<file path="config.mk">
export PLATFORM = sky130hd
export DESIGN_NAME = light_flicker_detector
export DESIGN_NICKNAME = d
export VERILOG_FILES = /design/src/design/lfd_pkg.sv /design/src/design/lfd_edge_ring.sv /design/src/design/light_flicker_detector.sv
export VERILOG_INCLUDE_DIRS = /design/src /design/src/design
export SDC_FILE = /design/constraint.sdc
export NUM_CORES = 2
export LEC_CHECK = 0
export BUFFER_PORTS_ARGS = -buffer_cell sky130_fd_sc_hd__buf_2
export CELL_PAD_IN_SITES_DETAIL_PLACEMENT = 0
export CELL_PAD_IN_SITES_GLOBAL_PLACEMENT = 1
export CORE_AREA = 8 8 238 469
export DETAILED_ROUTE_END_ITERATION = 10
export DIE_AREA = 0 0 246 477
export GPL_TIMING_DRIVEN = 0
export PLACE_DENSITY = 0.84
export SLEW_MARGIN = 25
export SYNTH_ARGS = -nofsm -noshare
export SYNTH_HDL_FRONTEND = slang
export SYNTH_HIERARCHICAL = 1
export SYNTH_SLANG_ARGS = --single-unit
</file>
<file path="constraint.sdc">
create_clock -name clk -period 11.15 [get_ports clk]
set_clock_uncertainty 0.15 [all_clocks]
set_input_delay 2.7875 -clock clk [delete_from_list [all_inputs] [get_ports clk]]
set_output_delay 2.7875 -clock clk [all_outputs]
set_load 0.05 [all_outputs]
</file>
<file path="src/design/light_flicker_detector_macros.svh">
// Assertion helpers shared by the RTL. Each use expects clk and arst_n in scope.
`ifndef LIGHT_FLICKER_DETECTOR_MACROS_SVH
`define LIGHT_FLICKER_DETECTOR_MACROS_SVH

// Same-cycle implication.
`define LFD_ASSERT_NOW(lbl, pre, post) \
	lbl: assert property (@(posedge clk) disable iff (!arst_n) (pre) |-> (post)) \
		else $error("light_flicker_detector: same-cycle check failed");

// Next-cycle implication.
`define LFD_ASSERT_NEXT(lbl, pre, post) \
	lbl: assert property (@(posedge clk) disable iff (!arst_n) (pre) |=> (post)) \
		else $error("light_flicker_detector: next-cycle check failed");

`endif

</file>
<file path="src/design/lfd_pkg.sv">
package lfd_pkg;

	localparam int LEVEL_W      = 10;
	localparam int THRESH_W     = 10;
	localparam int WLEN_W       = 9;
	localparam int EDGES_W      = 9;
	localparam int HITS_W       = 8;
	localparam int PERIOD_W     = 12;
	localparam int SPAN_W       = 16;
	localparam int FLICK_W      = 4;
	localparam int TIME_W       = 16;
	localparam int EDGE_TOTAL_W = 9;
	localparam int CFG_IDX_W    = 3;
	localparam int CFG_DATA_W   = 16;

	// register indexes on the config port
	typedef enum logic [CFG_IDX_W-1:0] {
		REG_EDGE_THRESHOLD   = 3'd0,
		REG_WINDOW_LEN       = 3'd1,
		REG_MIN_EDGES        = 3'd2,
		REG_MAX_EDGES        = 3'd3,
		REG_HITS_NEEDED      = 3'd4,
		REG_SAMPLE_PERIOD_MS = 3'd5,
		REG_MAX_SPAN_MS      = 3'd6,
		REG_ALARM_FLICKERS   = 3'd7
	} cfg_reg_t;

	// reset values of the registers
	localparam logic [THRESH_W-1:0] RST_EDGE_THRESHOLD   = 10'd40;
	localparam logic [WLEN_W-1:0]   RST_WINDOW_LEN       = 9'd300;
	localparam logic [EDGES_W-1:0]  RST_MIN_EDGES        = 9'd40;
	localparam logic [EDGES_W-1:0]  RST_MAX_EDGES        = 9'd95;
	localparam logic [HITS_W-1:0]   RST_HITS_NEEDED      = 8'd10;
	localparam logic [PERIOD_W-1:0] RST_SAMPLE_PERIOD_MS = 12'd10;
	localparam logic [SPAN_W-1:0]   RST_MAX_SPAN_MS      = 16'd700;
	localparam logic [FLICK_W-1:0]  RST_ALARM_FLICKERS   = 4'd3;

	// what the front stage hands to the count stage
	typedef struct packed {
		logic edge_bit;   // step of this sample exceeded the threshold
		logic drop_old;   // window full: retire the oldest edge bit
		logic full;       // window holds weff+1 samples after this sample
	} s1_tok_t;

endpackage

</file>
<file path="src/design/lfd_edge_ring.sv">
module lfd_edge_ring #(
	parameter int DEPTH = 512,
	parameter int AW    = 9
) (
	input  logic          clk,
	input  logic          wr_en,
	input  logic [AW-1:0] wr_addr,
	input  logic          wr_bit,
	input  logic          rd_en,
	input  logic [AW-1:0] rd_addr,
	output logic          rd_bit
);

	logic mem [DEPTH];

	always_ff @(posedge clk) begin
		if (wr_en) begin
			mem[wr_addr] <= wr_bit;
		end
	end

	// registered read
	always_ff @(posedge clk) begin
		if (rd_en) begin
			rd_bit <= mem[rd_addr];
		end
	end

endmodule

</file>
<file path="src/design/light_flicker_detector.sv">
// Light flicker detector. One light sample is taken per transaction on the
// input channel and one result per sample leaves on the output channel. The
// block sustains one sample per clock while the output is not stalled. A
// result is offered once the accepting edge has done the registered read of
// the edge ring memory and loaded the front stage, and a later edge at which
// the output register can take it has run the count stage into the output
// register. With the output stalled, one result and one sample are held
// before in_ready drops. The edge ring needs no clearing pass: a fill count
// guarantees only entries written since the last window restart are used.
// Configuration writes are taken at any time but must only be issued while
// the block is idle; writing window_len restarts the window.
`include "light_flicker_detector_macros.svh"

module light_flicker_detector #(
	parameter int WINDOW_DEPTH = 512,
	parameter int SPAN_EDGES   = 11
) (
	input  logic                                clk,
	input  logic                                arst_n,
	// sample input
	input  logic                                in_valid,
	output logic                                in_ready,
	input  logic [lfd_pkg::LEVEL_W-1:0]         light_level,
	// result output
	output logic                                out_valid,
	input  logic                                out_ready,
	output logic                                window_ready,
	output logic                                flicker,
	output logic                                alarm,
	output logic [lfd_pkg::EDGE_TOTAL_W-1:0]    edge_total,
	// configuration writes
	input  logic                                cfg_valid,
	output logic                                cfg_ready,
	input  logic [lfd_pkg::CFG_IDX_W-1:0]       cfg_index,
	input  logic [lfd_pkg::CFG_DATA_W-1:0]      cfg_data
);

	import lfd_pkg::*;

	localparam int AW = $clog2(WINDOW_DEPTH);   // ring address
	localparam int FW = AW + 1;                 // fill count, holds up to WINDOW_DEPTH
	localparam int CW = AW;                     // edge count, at most WINDOW_DEPTH-1
	localparam int LW = (AW > WLEN_W) ? AW : WLEN_W;
	localparam int PW = TIME_W + PERIOD_W;      // span product

	// ---------------------------------------------------------------
	// Configuration registers
	// ---------------------------------------------------------------
	logic [THRESH_W-1:0] thresh_q;
	logic [WLEN_W-1:0]   win_len_q;
	logic [EDGES_W-1:0]  min_edges_q;
	logic [EDGES_W-1:0]  max_edges_q;
	logic [HITS_W-1:0]   hits_needed_q;
	logic [PERIOD_W-1:0] period_q;
	logic [SPAN_W-1:0]   max_span_q;
	logic [FLICK_W-1:0]  alarm_flickers_q;

	logic cfg_wr;
	logic win_restart;

	assign cfg_ready   = 1'b1;
	assign cfg_wr      = cfg_valid && cfg_ready;
	assign win_restart = cfg_wr && (cfg_reg_t'(cfg_index) == REG_WINDOW_LEN);

	always_ff @(posedge clk or negedge arst_n) begin
		if (!arst_n) begin
			thresh_q         <= RST_EDGE_THRESHOLD;
			win_len_q        <= RST_WINDOW_LEN;
			min_edges_q      <= RST_MIN_EDGES;
			max_edges_q      <= RST_MAX_EDGES;
			hits_needed_q    <= RST_HITS_NEEDED;
			period_q         <= RST_SAMPLE_PERIOD_MS;
			max_span_q       <= RST_MAX_SPAN_MS;
			alarm_flickers_q <= RST_ALARM_FLICKERS;
		end else if (cfg_wr) begin
			case (cfg_reg_t'(cfg_index))
				REG_EDGE_THRESHOLD:   thresh_q         <= cfg_data[THRESH_W-1:0];
				REG_WINDOW_LEN:       win_len_q        <= cfg_data[WLEN_W-1:0];
				REG_MIN_EDGES:        min_edges_q      <= cfg_data[EDGES_W-1:0];
				REG_MAX_EDGES:        max_edges_q      <= cfg_data[EDGES_W-1:0];
				REG_HITS_NEEDED:      hits_needed_q    <= cfg_data[HITS_W-1:0];
				REG_SAMPLE_PERIOD_MS: period_q         <= cfg_data[PERIOD_W-1:0];
				REG_MAX_SPAN_MS:      max_span_q       <= cfg_data[SPAN_W-1:0];
				REG_ALARM_FLICKERS:   alarm_flickers_q <= cfg_data[FLICK_W-1:0];
				default: ;
			endcase
		end
	end

	// effective window: zero acts as one, clamp to ring depth minus one
	logic [LW-1:0] wlen_ext;
	logic [AW-1:0] weff;

	always_comb begin
		wlen_ext = LW'(win_len_q);
		if (wlen_ext == '0) begin
			wlen_ext = LW'(1);
		end
		if (wlen_ext > LW'(WINDOW_DEPTH - 1)) begin
			wlen_ext = LW'(WINDOW_DEPTH - 1);
		end
		weff = AW'(wlen_ext);
	end

	// ---------------------------------------------------------------
	// Handshake: s1 token plus output register
	// ---------------------------------------------------------------
	logic    valid_s1;
	s1_tok_t tok_s1;
	logic    s1_move;
	logic    accept;
	logic    out_valid_q;

	assign s1_move   = valid_s1 && (!out_valid_q || out_ready);
	assign in_ready  = !valid_s1 || s1_move;
	assign accept    = in_valid && in_ready;
	assign out_valid = out_valid_q;

	// ---------------------------------------------------------------
	// Front stage: edge detect, ring write and read, edge times
	// ---------------------------------------------------------------
	logic [LEVEL_W-1:0] last_q;
	logic [AW-1:0]      rp_q;
	logic [FW-1:0]      fill_q;
	logic [TIME_W-1:0]  sidx_q;
	logic [TIME_W-1:0]  times_q [SPAN_EDGES];
	logic [TIME_W-1:0]  dt_s1;

	logic               first;
	logic [LEVEL_W-1:0] step;
	logic               edge_now;
	logic [FW-1:0]      w_plus1;
	logic               at_full;
	logic [FW-1:0]      fill_nxt;
	logic [AW-1:0]      old_addr;
	logic [AW-1:0]      rp_nxt;
	logic [TIME_W-1:0]  newest;
	logic [TIME_W-1:0]  oldest;
	logic               old_bit;

	always_comb begin
		first    = (fill_q == '0);
		step     = (light_level > last_q) ? (light_level - last_q) : (last_q - light_level);
		edge_now = !first && (step > thresh_q);
		w_plus1  = FW'(weff) + FW'(1);
		at_full  = !first && (fill_q >= w_plus1);
		if (first) begin
			fill_nxt = FW'(1);
		end else if (at_full) begin
			fill_nxt = fill_q;
		end else begin
			fill_nxt = fill_q + FW'(1);
		end
		// oldest pair leaving the window sits weff entries behind the pointer
		if (rp_q >= weff) begin
			old_addr = rp_q - weff;
		end else begin
			old_addr = AW'({1'b0, rp_q} + (AW + 1)'(WINDOW_DEPTH) - {1'b0, weff});
		end
		rp_nxt = (rp_q == AW'(WINDOW_DEPTH - 1)) ? '0 : rp_q + AW'(1);
		// time span over all times_q entries after this sample
		if (edge_now) begin
			newest = sidx_q;
			oldest = times_q[1];
		end else begin
			newest = times_q[SPAN_EDGES-1];
			oldest = times_q[0];
		end
	end

	lfd_edge_ring #(
		.DEPTH (WINDOW_DEPTH),
		.AW    (AW)
	) u_ring (
		.clk     (clk),
		.wr_en   (accept && !first),
		.wr_addr (rp_q),
		.wr_bit  (edge_now),
		.rd_en   (accept),
		.rd_addr (old_addr),
		.rd_bit  (old_bit)
	);

	always_ff @(posedge clk or negedge arst_n) begin
		if (!arst_n) begin
			last_q <= '0;
			rp_q   <= '0;
			fill_q <= '0;
			sidx_q <= '0;
			for (int i = 0; i < SPAN_EDGES; i++) begin
				times_q[i] <= '0;
			end
		end else if (win_restart) begin
			rp_q   <= '0;
			fill_q <= '0;
		end else if (accept) begin
			last_q <= light_level;
			sidx_q <= sidx_q + TIME_W'(1);
			fill_q <= fill_nxt;
			if (!first) begin
				rp_q <= rp_nxt;
			end
			if (edge_now) begin
				for (int i = 0; i < SPAN_EDGES - 1; i++) begin
					times_q[i] <= times_q[i+1];
				end
				times_q[SPAN_EDGES-1] <= sidx_q;
			end
		end
	end

	always_ff @(posedge clk or negedge arst_n) begin
		if (!arst_n) begin
			valid_s1 <= 1'b0;
		end else if (accept) begin
			valid_s1 <= 1'b1;
		end else if (s1_move) begin
			valid_s1 <= 1'b0;
		end
	end

	// payload of the token, no reset needed
	always_ff @(posedge clk) begin
		if (accept) begin
			tok_s1.edge_bit <= edge_now;
			tok_s1.drop_old <= at_full;
			tok_s1.full     <= (fill_nxt >= w_plus1);
			dt_s1           <= newest - oldest;
		end
	end

	// ---------------------------------------------------------------
	// Count stage: edge count, hits, span check, flicker count
	// ---------------------------------------------------------------
	logic [CW-1:0]      edge_count_q;
	logic [HITS_W-1:0]  hit_q;
	logic [FLICK_W-1:0] fcnt_q;

	logic [CW-1:0]      ec_nxt;
	logic [HITS_W-1:0]  hit_inc;
	logic [HITS_W-1:0]  hit_nxt;
	logic [FLICK_W-1:0] fcnt_inc;
	logic [FLICK_W-1:0] fcnt_nxt;
	logic [PW-1:0]      span;
	logic               flick_now;
	logic               alarm_now;

	always_comb begin
		ec_nxt    = edge_count_q - CW'(tok_s1.drop_old && old_bit) + CW'(tok_s1.edge_bit);
		span      = PW'(dt_s1) * PW'(period_q);
		hit_inc   = hit_q;
		hit_nxt   = hit_q;
		fcnt_inc  = fcnt_q + FLICK_W'(1);
		fcnt_nxt  = fcnt_q;
		flick_now = 1'b0;
		alarm_now = 1'b0;
		if (tok_s1.full) begin
			if ((LW'(ec_nxt) >= LW'(min_edges_q)) && (LW'(ec_nxt) <= LW'(max_edges_q))) begin
				hit_inc = hit_q + HITS_W'(1);
			end
			hit_nxt = hit_inc;
			if (hit_inc >= hits_needed_q) begin
				hit_nxt   = '0;
				flick_now = (LW'(ec_nxt) >= LW'(SPAN_EDGES)) && (span <= PW'(max_span_q));
			end
			if (flick_now) begin
				fcnt_nxt = fcnt_inc;
				if (fcnt_inc >= alarm_flickers_q) begin
					alarm_now = 1'b1;
					fcnt_nxt  = '0;
				end
			end
		end
	end

	always_ff @(posedge clk or negedge arst_n) begin
		if (!arst_n) begin
			edge_count_q <= '0;
			hit_q        <= '0;
			fcnt_q       <= '0;
		end else if (win_restart) begin
			edge_count_q <= '0;
		end else if (s1_move) begin
			edge_count_q <= ec_nxt;
			hit_q        <= hit_nxt;
			fcnt_q       <= fcnt_nxt;
		end
	end

	// output register
	always_ff @(posedge clk or negedge arst_n) begin
		if (!arst_n) begin
			out_valid_q <= 1'b0;
		end else if (s1_move) begin
			out_valid_q <= 1'b1;
		end else if (out_ready) begin
			out_valid_q <= 1'b0;
		end
	end

	always_ff @(posedge clk) begin
		if (s1_move) begin
			window_ready <= tok_s1.full;
			flicker      <= flick_now;
			alarm        <= alarm_now;
			edge_total   <= EDGE_TOTAL_W'({{EDGE_TOTAL_W{1'b0}}, ec_nxt});
		end
	end

	// ---------------------------------------------------------------
	// Checks
	// ---------------------------------------------------------------
	`LFD_ASSERT_NOW(a_alarm_needs_flicker, out_valid_q && alarm, flicker)
	`LFD_ASSERT_NOW(a_flicker_needs_full, out_valid_q && flicker, window_ready)
	`LFD_ASSERT_NOW(a_edges_within_window, 1'b1, edge_count_q <= weff)
	`LFD_ASSERT_NOW(a_no_token_overrun, accept && valid_s1, s1_move)
	`LFD_ASSERT_NEXT(a_token_lands, s1_move, out_valid_q)

endmodule

</file>
# Word-level counts from Yosys, hierarchy flattened
# Memory sizes are Yosys's and may differ from the RTL's. A register that Yosys moved wholly into a read port is not among the register bits.
# Cells that the tools add are included.
[op_classes] addsub=14 mul=1 n_div=0 order_cmp=12 eq_ne=9 shifts=0 mux=29 n_bitwise=1 n_reduce_logical=35
[ops] operator="$mux W9" count=9
[ops] operator="$mux W10" count=5
[ops] operator="$mux W16" count=2
[ops] operator="$le A28 B16 Y1" count=1
[ops] operator="$mul A16 B12 Y28" count=1
[ops] operator="$mux W8" count=3
[ops] operator="$reduce_and A2 Y1" count=11
[ops] operator="$ge A10 B10 Y1" count=2
[ops] operator="$gt A10 B10 Y1" count=2
[ops] operator="$sub A10 B10 Y10" count=2
[ops] operator="$add A9 B1 Y9 const B" count=2
[ops] operator="$ge A9 B9 Y1" count=2
[ops] operator="$sub A9 B9 Y9" count=2
[ops] operator="$add A16 B1 Y16 const B" count=1
[ops] operator="$sub A16 B16 Y16" count=1
[ops] operator="$eq A3 B3 Y1 const B" count=4
[ops] operator="$add A10 B1 Y10 const B" count=1
[ops] operator="$add A9 B1 Y10 const B" count=1
[ops] operator="$logic_not A10 Y1" count=1
[ops] operator="$add A9 B1 Y9" count=1
[ops] operator="$eq A9 B9 Y1 const B" count=1
[ops] operator="$ge A9 B4 Y1 const B" count=1
[ops] operator="$gt A9 B9 Y1 const B" count=1
[ops] operator="$le A9 B9 Y1" count=1
[ops] operator="19 further kinds" count=43
[totals] regBits=352 latchBits=0 mem_bits_rw=512 mem_bits_ro=0 inputBits=34 out_inout_bits=15 n_memories=1
[mem_list] memory="u_ring.mem" depth=512 word_bits=1 rd=1 rd_clocked_by_memory_dff=1 wr=1 line_no="lfd_edge_ring.sv:14" text="logic mem [DEPTH];"

# Logic depth before layout (Yosys ltp)
[logic_depth] depth_word=11 mapped_depth=33 depth_no_buf=31

# By module
# The synthesis kept the hierarchy.
[modules_own_cells] module="light_flicker_detector" n_inst=1 cells_each=2356 area_per_inst_um2=24532.3 seq_area_each_um2=8996.1
[modules_own_cells] module="lfd_edge_ring" n_inst=1 cells_each=1615 area_per_inst_um2=22619.2 seq_area_each_um2=15404.8

# Worst setup path after synthesis
# OpenSTA, ideal clock, no wires.
[synth_timing] path_kind="in2reg" start="input port light_level[0] (netlist name)" end="register tok_s1[2] (netlist name), data pin" setup_ps=1350 arrival_time_ps=11737 required_ps=9650 slack_ps=-2088 path_stages=20 path_cell_list="inv_1 > ha_1 > inv_1 > fa_1 > a21o_1 > a21oi_1 > o21ai_0 > o21ai_0 > o31ai_1 > mux2i_1 > o21ai_0 > a221oi_1 > xnor2_1 > ha_1 > nand3_1 > nor3_1 > a221o_1 > o21ai_1 > clkbuf_1 > inv_1"
[synth_via] elab_chain_cells=4 word_cells_on_any_way=6 cone_classes="add/sub: 2; order compare: 2; mux: 1; reduce/logical: 1"
[synth_rtl] element="start, declared" line_no="light_flicker_detector.sv:23" text="input logic [lfd_pkg::LEVEL_W-1:0] light_level,"
[synth_rtl] element="$sub A10 B10 Y10 or $gt A10 B10 Y1 (tied branches)" line_no="light_flicker_detector.sv:143" text="step = (light_level > last_q) ? (light_level - last_q) : (last_q - light_level);"
[synth_rtl] element="$mux W10 *" line_no="light_flicker_detector.sv:143"
[synth_rtl] element="$gt A10 B10 Y1 *" line_no="light_flicker_detector.sv:144" text="edge_now = !first && (step > thresh_q);"
[synth_rtl] element="$logic_and A1 B1 Y1 *" line_no="light_flicker_detector.sv:144"
[synth_rtl] element="net edge_now" line_no="light_flicker_detector.sv:131" text="logic edge_now;"
[synth_rtl] element="end, declared" line_no="light_flicker_detector.sv:109" text="s1_tok_t tok_s1;"
# Mark *: on every way through the listed nets, which the timed path passes. The rest lies on a longest branch.
# A chain may end at the register's enable or synchronous reset.

# Worst setup path after layout
[layout_timing] start="input port light_level[0] (netlist name)" end="register dt_s1[14], data pin"
[layout_via] elab_chain_cells=6 word_cells_on_any_way=9 cone_classes="add/sub: 3; order compare: 2; mux: 3; reduce/logical: 1"
[layout_rtl] element="$sub A10 B10 Y10 or $gt A10 B10 Y1 (tied branches)" line_no="light_flicker_detector.sv:143"
[layout_rtl] element="$mux W10 *" line_no="light_flicker_detector.sv:143"
[layout_rtl] element="$gt A10 B10 Y1 *" line_no="light_flicker_detector.sv:144"
[layout_rtl] element="$logic_and A1 B1 Y1 *" line_no="light_flicker_detector.sv:144"
[layout_rtl] element="$mux W16" line_no="light_flicker_detector.sv:162" text="if (edge_now) begin"
[layout_rtl] element="$sub A16 B16 Y16 *" line_no="light_flicker_detector.sv:228" text="dt_s1 <= newest - oldest;"
[layout_rtl] element="end signal, assigned" line_no="light_flicker_detector.sv:228"
[layout_rtl] element="end, declared" line_no="light_flicker_detector.sv:127" text="logic [TIME_W-1:0] dt_s1;"
# Mark *: on every way between the ends. The rest lies on a longest branch, timed or not.

==> impl_metrics.tcl <==
set metrics [dict create \
    insertion_delay_ns 0.68 \
    most-common-layout-cells "nor2_1, edfxtp_1, inv_1, nand2_1, dfrtp_1" \
    dp.cells 5399 \
    grt_pass1_wl_mm 186 \
    startpoint_type "input pin" \
    final_common_cell "nor2_1" \
    cts_tree "yes" \
    cts.sinks 865 \
    antenna_found_initial 2 \
    cp_common_cell "o21ai_0" \
    setup_tns_ns 0 \
    rsz0062_at_grt "no" \
    busiest_layer "met2" \
    met2_usage_pct 33.6 \
    path_buf_inv 5 \
    grt_pass1_vias 32000 \
    wl_per_cell_um 21.8 \
    post_cts_buffers 0 \
    drt_first_pass_iters 6 \
    slowest_stage "clkbuf_1" \
    holdCritPathClass "reg2reg" \
    postSynthAreaPerCell_um2 11.9 \
    arrival_ns 9.92 \
    worstMarginPinSlew_ns 1.09 \
    cts_buffers 82 \
    use_met3_pct 3.67 \
    wirelength_mm 121 \
    fp.dieW_um 246 \
    min_period_ns 9.65 \
    crit_family "compound AO/OA/AOI/OAI gates" \
    synthCells 3971 \
    synth_area_um2 47200 \
    crit_required_ns 11.43 \
    vias_per_cell 5.69 \
    hold_violations 0 \
    synth_warnings 6 \
    yosys-top-cells-area "edfxtp_1, dfrtp_1, fa_1" \
    fin_ws_ns 1.50 \
    synth-async-reset-ratio_pct 37.1 \
    synth_top_area_cell "edfxtp_1" \
    drc 0 \
    start_util_pct 44.7 \
    cap_violations 0 \
    cpPeakStageDelay_ns 0.58 \
    yosysSeqAreaShare_pct 51.8 \
    critical_path_class "in2reg" \
    preCtsSetupSlack_ns 0.871 \
    use_met1_pct 26.3 \
    slew-limit-headroom_pct 27.3 \
    drive_gt1_share_pct 13.7 \
    coreArea_um2 106000 \
    slew_violations 0 \
    cts_root_buf "clkbuf_16" \
    drtAntennaViolNets 0 \
    num_rows 169 \
    cts_hold_buf 0 \
    synth_nets 4351 \
    ys_ff_latch 865 \
    dieArea_um2 117000 \
    setup_violations 0 \
    port-buffer-count 45 \
    pin_count 49 \
    path_clk_slew_ns 0.06 \
    die_h_um 477 \
    endpoint_kind "flop" \
    grt_max_degree 96 \
    hpwl_mm 85.2 \
    cp_max_fo 10 \
    synth-edff-count 544 \
    synth.distinct_cells 89 \
    fin_cells 5550 \
    postCtsResizedCells 0 \
    synth_top_area_share_pct 34.6 \
    gr-total-overflow 0 \
    post-route-util_pct 49.6 \
    fin_nets 4495 \
    via_count 31600 \
    gp_congestion 0.913 \
    cts_buffer_depth 3 \
    synth_ff_type "edfxtp_1" \
    h-tree-depth 3 \
    first_iter_violations 3300 \
    fmax_mhz 104 \
    area_growth_pct 10.9 \
    grtUsageTotal_pct 20.4 \
    period_share_pct 86.5 \
    outcome "complete, no violations" \
]
[sequential cells by signal (all words and copies together), names as in the netlist, 10 cells and up]
register    cells
period_q       12
dt_s1          16
max_span_q     16
times_q       176
u_ring/mem    512
fill_q         10
sidx_q         16
last_q         10
thresh_q       10
[layer usage]
layer  routed length, µm  vias to the layer above
met5                   0                        -
met4                4640                        0
met3                9560                      251
met2               58400                     1218
met1               48400                    15900
li1                    -                    14200
[cell usage after synthesis, types with 19 or more instances]
library cell and number:
nor2_1 596, edfxtp_1 544, inv_1 312, nand2_1 311
dfrtp_1 295, mux2_2 236, ha_1 201, clkbuf_1 166
fa_1 145, mux2i_1 138, a21oi_1 119, o21ai_0 95
and2_1 80, xnor2_1 64, o221ai_1 56, mux4_2 51
nand3_1 46, a21o_1 41, xor2_1 32, nor3_1 29
dfstp_2 26, o22ai_1 26, nand4_1 23, nor2b_1 22
mux4_1 21, buf_2 19
[worst register-to-register path, stage by stage, from the launching register on]
cell,delay [ns]
dfstp_2,0.64
clkbuf_1,0.43
nand2_1,0.15
fa_1,0.52
fa_1,0.40
inv_1,0.09
fa_1,0.44
fa_1,0.54
inv_1,0.05
fa_1,0.48
inv_1,0.04
ha_1,0.32
o21ai_0,0.24
a21oi_1,0.11
a221o_1,0.45
a21o_1,0.22
a21oi_1,0.16
xnor2_1,0.18
ha_1,0.31
and2_1,0.19
a21oi_1,0.12
nand3_1,0.08
o31a_1,0.31
nor4_1,0.36
nand3b_1,0.16
or3_1,0.37
or4_4,0.47
mux2_4,0.32
[path summary, 6_finish.rpt]
kind / endpoint / cells after the start / from / slack (ns)
max: dt_s1[14] / 32 / light_level[0] / 1.50
min in group asynchronous: valid_s1 / 1 / arst_n / 1.99
max in group asynchronous: max_span_q[2] / 3 / arst_n / 7.54
min: out_valid / 1 / valid_s1 / 0.34
min reg2reg: out_valid / 1 / valid_s1 / 0.34
max reg2reg: fcnt_q[3] / 27 / period_q[3] / 2.75
[cell families (layout without fill, tap and decap cells)]
group / count (synthesis) / in the layout / share of synthesized area [%]
AOI/OAI and AO/OA: 466 / 466 / 6.63
xor gates and xnor gates: 96 / 96 / 1.78
adders and majority gates: 346 / 346 / 11.5
buffers and inverters: 542 / 752 / 4.95
DFF: 865 / 865 / 51.8
muxes: 450 / 450 / 12.3
other: 1 / 2 / 0.00795
and+or+nand+nor: 1205 / 1205 / 11.1
[final cells by class]
class                           instances  area (µm²)
Fill cell                            9180       53200
Sequential cell                       865       24400
Antenna cell                            1        2.50
Clock inverter                         47         601
Tap cell                             1368        1710
Buffer                                227        1160
Timing Repair Buffer                   60         579
Clock buffer                          103        2220
Inverter                              315        1190
Multi-Input combinational cell       2564       20400
[stage by stage]
stage          area, µm²  hold slack (ns)
6_report           52300            0.345
5_1_grt            52300            0.363
4_1_cts            52300            0.353
3_5_place_dp       49500            0.335
3_3_place_gp       49100            0.326
2_1_floorplan      47200            0.307
Power is not shown: default switching activity piles up to over one toggle a cycle in this logic, so the estimate is an artifact.
